[config.mk]
export PLATFORM = sky130hd
export DESIGN_NAME = wntc_ram
export DESIGN_NICKNAME = d
export VERILOG_FILES = /design/src/rtl/core/wntc_ram.sv
export SDC_FILE = /design/constraint.sdc
export NUM_CORES = 1
export LEC_CHECK = 0
export ABC_AREA = 1
export BUFFER_PORTS_ARGS = -buffer_cell sky130_fd_sc_hd__buf_4
export CORE_MARGIN = 2
export CORE_UTILIZATION = 55
export DETAILED_ROUTE_END_ITERATION = 10
export GPL_ROUTABILITY_DRIVEN = 1
export PLACE_DENSITY = 0.81
export SLEW_MARGIN = 10
export SYNTH_ARGS = -nofsm -noshare
export SYNTH_HDL_FRONTEND = slang
export SYNTH_SLANG_ARGS = --single-unit
[constraint.sdc]
create_clock -name clk_i -period 5.66 [get_ports clk_i]
set_clock_uncertainty 0.1 [all_clocks]
set_input_delay 1.132 -clock clk_i [delete_from_list [all_inputs] [get_ports clk_i]]
set_output_delay 1.132 -clock clk_i [all_outputs]
set_load 0.05 [all_outputs]
[src/rtl/core/wntc_ram.sv]
module wntc_ram #(
  parameter int unsigned Width = 8,
  parameter int unsigned Depth = 64
) (
  input  logic                     clk_i,
  input  logic                     we_i,
  input  logic [$clog2(Depth)-1:0] waddr_i,
  input  logic [Width-1:0]         wdata_i,
  input  logic [$clog2(Depth)-1:0] raddr_i,
  output logic [Width-1:0]         rdata_o
);

  logic [Width-1:0] mem_q [Depth];

  // One write port, one registered read port
  always_ff @(posedge clk_i) begin
    if (we_i) begin
      mem_q[waddr_i] <= wdata_i;
    end
    rdata_o <= mem_q[raddr_i];
  end

endmodule

======== After elaboration in Yosys (flattened, before gate mapping) ========
Memories as Yosys holds them, arrays and structs flattened. A register that Yosys moved wholly into a read port is not among the register bits.
Cells that the tools add are included.
cells by class
  muxes and demuxes ....................... 2
operator list
  cell              count
  2-to-1 mux 1 bit  2
word-level totals
  flip-flop bits (word level) ............. 0
  memory bits (writable) .................. 512
  word-level logic and storage cells ...... 3
  memories ................................ 1
memory list
  memory  words  width  read ports  clocked after memory_dff  wr ports  RTL line  text
  mem_q   64     8      1           1                         1         13        logic [Width-1:0] mem_q [Depth];

======== Logic depth before layout (Yosys ltp) ========
  depth after elaboration ................. 2
  mapped depth ............................ 12

======== Worst setup path before layout ========
OpenSTA, ideal clock, no wires.
  path type ............................... input to register
  from .................................... input port we_i
  to ...................................... memory mem_q[48][0], enable pin
  arrival ................................. 2.503 ns
  data required time ...................... 5.165 ns
  path slack .............................. 2.662 ns
  stages .................................. 3
  cell sequence ........................... clkbuf_1 nand4_1 nor4_1
on the way
  longest elaborated chain between the ends .. 2
RTL lines
  item                                    RTL line  text
  from (decl)                             6         input logic we_i,
  2-to-1 mux 1 bit                        17        if (we_i) begin
  2-to-1 mux 1 bit (implied by the code)  18        mem_q[waddr_i] <= wdata_i;
  to (decl)                               13
No other way between the ends.

==> metrics.txt <==
WP data arrival 3.68 ns; fin crit share around 58%; kind of end point of the critical path register; layout cell share with drive strength beyond 1 6.08%; Required @ worst endpoint about 6.1 ns; # diodes 0; final setup TNS 0 ns; Synth area leader edfxtp_1; routed vias 14,200; Synth Instances 1,805; Crit. path cell count 11; initial drt markers 2,345; Root Driver clkbuf_16; post_cts resized 0; CP Buf/Inv Count 3; Reg clk slew, reported paths 0.07 ns; Area growth syn-to-layout 8.33%; Post-route DRC 0; Hold WC Path Type reg2reg; peak supply drop between 0.0002 and 0.0003 V; first-pass GRT wire length just under 80,000 um; Max stage delay on crit path between 0.6 and 0.7 ns; setup bufs post-CTS 0; Cells after DPL 2,256; number of I/O pins 30; Worst setup startpoint raddr_i[0]; antenna violations before repair 0; CTS Hold Buffers Added 0; status finished clean; crit-path cells buf_6 > inv_6 > buf_4 > nand2_1 > nand3_1 > nand3_1 > nand2_1 > nand2_1 > nand3_1 > nand3_1 > nand2_1; actual slew at the worst max-slew pin 1.35 ns; endpoints failing hold 0; area share of the largest cell type after synthesis about 72%; sinks on the clock net between 500 and 600; kind of critical path in2reg; RSZ-0062 raised after global routing false; CP Max Fanout approximately 130; core area 38,500 um2; Die Wd 201 um; Mean Syn Cell Area between 10 and 15 um2; die footprint 40,400 um2; Critical Path End rdata_o[7]; initial core utilization between 50% and 60%; largest net degree at the start of global routing 237; hpwl dp between 20,000 and 30,000 um; total track usage 25.2%; synth unique cells 16; Pwr Density 348 nW/um2; R2R Setup Slk 4.04 ns; yosys warns 0; aggregate routed wire length about 51,000 um; # setup viols final 0; Via density 6.06; WL/cell 21.8 um; CTS tree done; crit path time final 3.27 ns; ANT nets after route 0; nets 1,811; Primary FF master, synth edfxtp_1; Crit path max-delay family buffers and inverters; most frequent cell after synthesis nand2_1; Finished Layout Cells 2,344; Synth Register Bits 520; worst reg2reg path endpoint rdata_o[6]; syn_nets 1,827; slew margin rel. 10.1%; Num CTS Buffers 49; vias in the first global route 13,800; First-pass DRT Iterations 6; EDFF count, synth 512; die height 201 um; post-synthesis sequential area ratio about 73%; Synth area leaders edfxtp_1, nand2_1, nand3_1; Synth Cell Area ~21,000 um2; fmax 305 MHz; most frequent cells after synthesis nand2_1, edfxtp_1, nand3_1, nor2_1, buf_2; Clock Latency Late Sink 0.56 ns; R2R depth 8; routability congestion estimate 0.869; IO buf count 29; final slew viol count 0; CTS Buffer Depth 3; MaxCap Viol Count 0; site row count 72; FF-to-FF Start mem_q[4][6]; # H-tree levels 2; LEAKAGE 0.00825 uW; cell depth of the worst hold path 8; CP startpoint kind input pin; Worst path slowest cell inv_6; grt ovf 0; async set-reset flop share out of synthesis 0%
## sequential cells by signal (all words and copies together), names as in the netlist
name and flops:
rdata_o 8, mem_q 512
## layer usage
metal | up-vias | global-route usage, % | share of wire [%]
met3 | 145 | 5.57 | 11
met5 | - | 0 | 0
li1 | 6314 | - | -
met1 | 6832 | 34.3 | 38
met4 | 0 | 10.5 | 3.7
met2 | 908 | 39.7 | 47
## worst min path at each step
| stage | from | to |
|---|---|---|
| 2_1_floorplan | mem_q[52][0] | rdata_o[0] |
| 3_3_place_gp | mem_q[36][1] | rdata_o[1] |
| 3_5_place_dp | mem_q[38][4] | rdata_o[4] |
| 4_1_cts | mem_q[37][6] | rdata_o[6] |
| 5_1_grt | mem_q[36][3] | rdata_o[3] |
| 6_report | mem_q[37][6] | rdata_o[6] |
## area by class of cell
| class | count | area, um2 |
|---|---|---|
| timing repair buffer | 46 | 362 |
| clock inverter | 27 | 303 |
| clock buffer | 61 | 1270 |
| tap | 518 | 648 |
| inverter | 12 | 52.6 |
| sequential | 520 | 15500 |
| multi-input combinational | 1160 | 4950 |
| fill | 2858 | 15300 |
## logic make-up (layout without fill, tap and decap cells)
family                 Yosys count  in the layout  share of synthesized area (%)
buffers and inverters          125            146                           4.02
AND/OR/NAND/NOR               1160           1160                           23.2
flip-flops                     520            520                           72.8
## stage by stage
stage,cell area (um2),hold slack (ns),utilization [%],total power (uW),worst slack [ns]
after detailed placement,21500,0.701,56.0,4860,1.94
final,23100,0.705,60.1,8050,2.39
after global placement,21500,0.697,56.0,4850,1.97
after floorplan,21300,0.622,-,4680,2.66
after global routing,23100,0.790,60.1,8260,2.29
after CTS,23100,0.713,60.1,8060,2.51
## where the power goes
group / switching [uW] / internal [uW]
Sequential: 15.8 / 4260
Clock: 1350 / 1910
Combinational: 392 / 119
Total: 1760 / 6290
## tightest hold or removal path: cells and delay by family (launching register included)
kind             cells  cell delay [ns]
AND/OR/NAND/NOR      8             0.46
flip-flops           1             0.32
## layout by cell type, fill, tap and decap left out, drive strengths merged
| cell type | Yosys | routed |
|---|---|---|
| dfxtp | 8 | 8 |
| nor2 | 56 | 56 |
| nand3 | 439 | 439 |
| bufinv | 0 | 7 |
| clkinv | 0 | 19 |
| nor4 | 8 | 8 |
| inv | 12 | 13 |
| nand2 | 648 | 648 |
| nand4 | 9 | 9 |
| edfxtp | 512 | 512 |
| clkbuf | 15 | 61 |
| buf | 98 | 46 |
No activity file was read; power rests on OpenSTA's default activity.
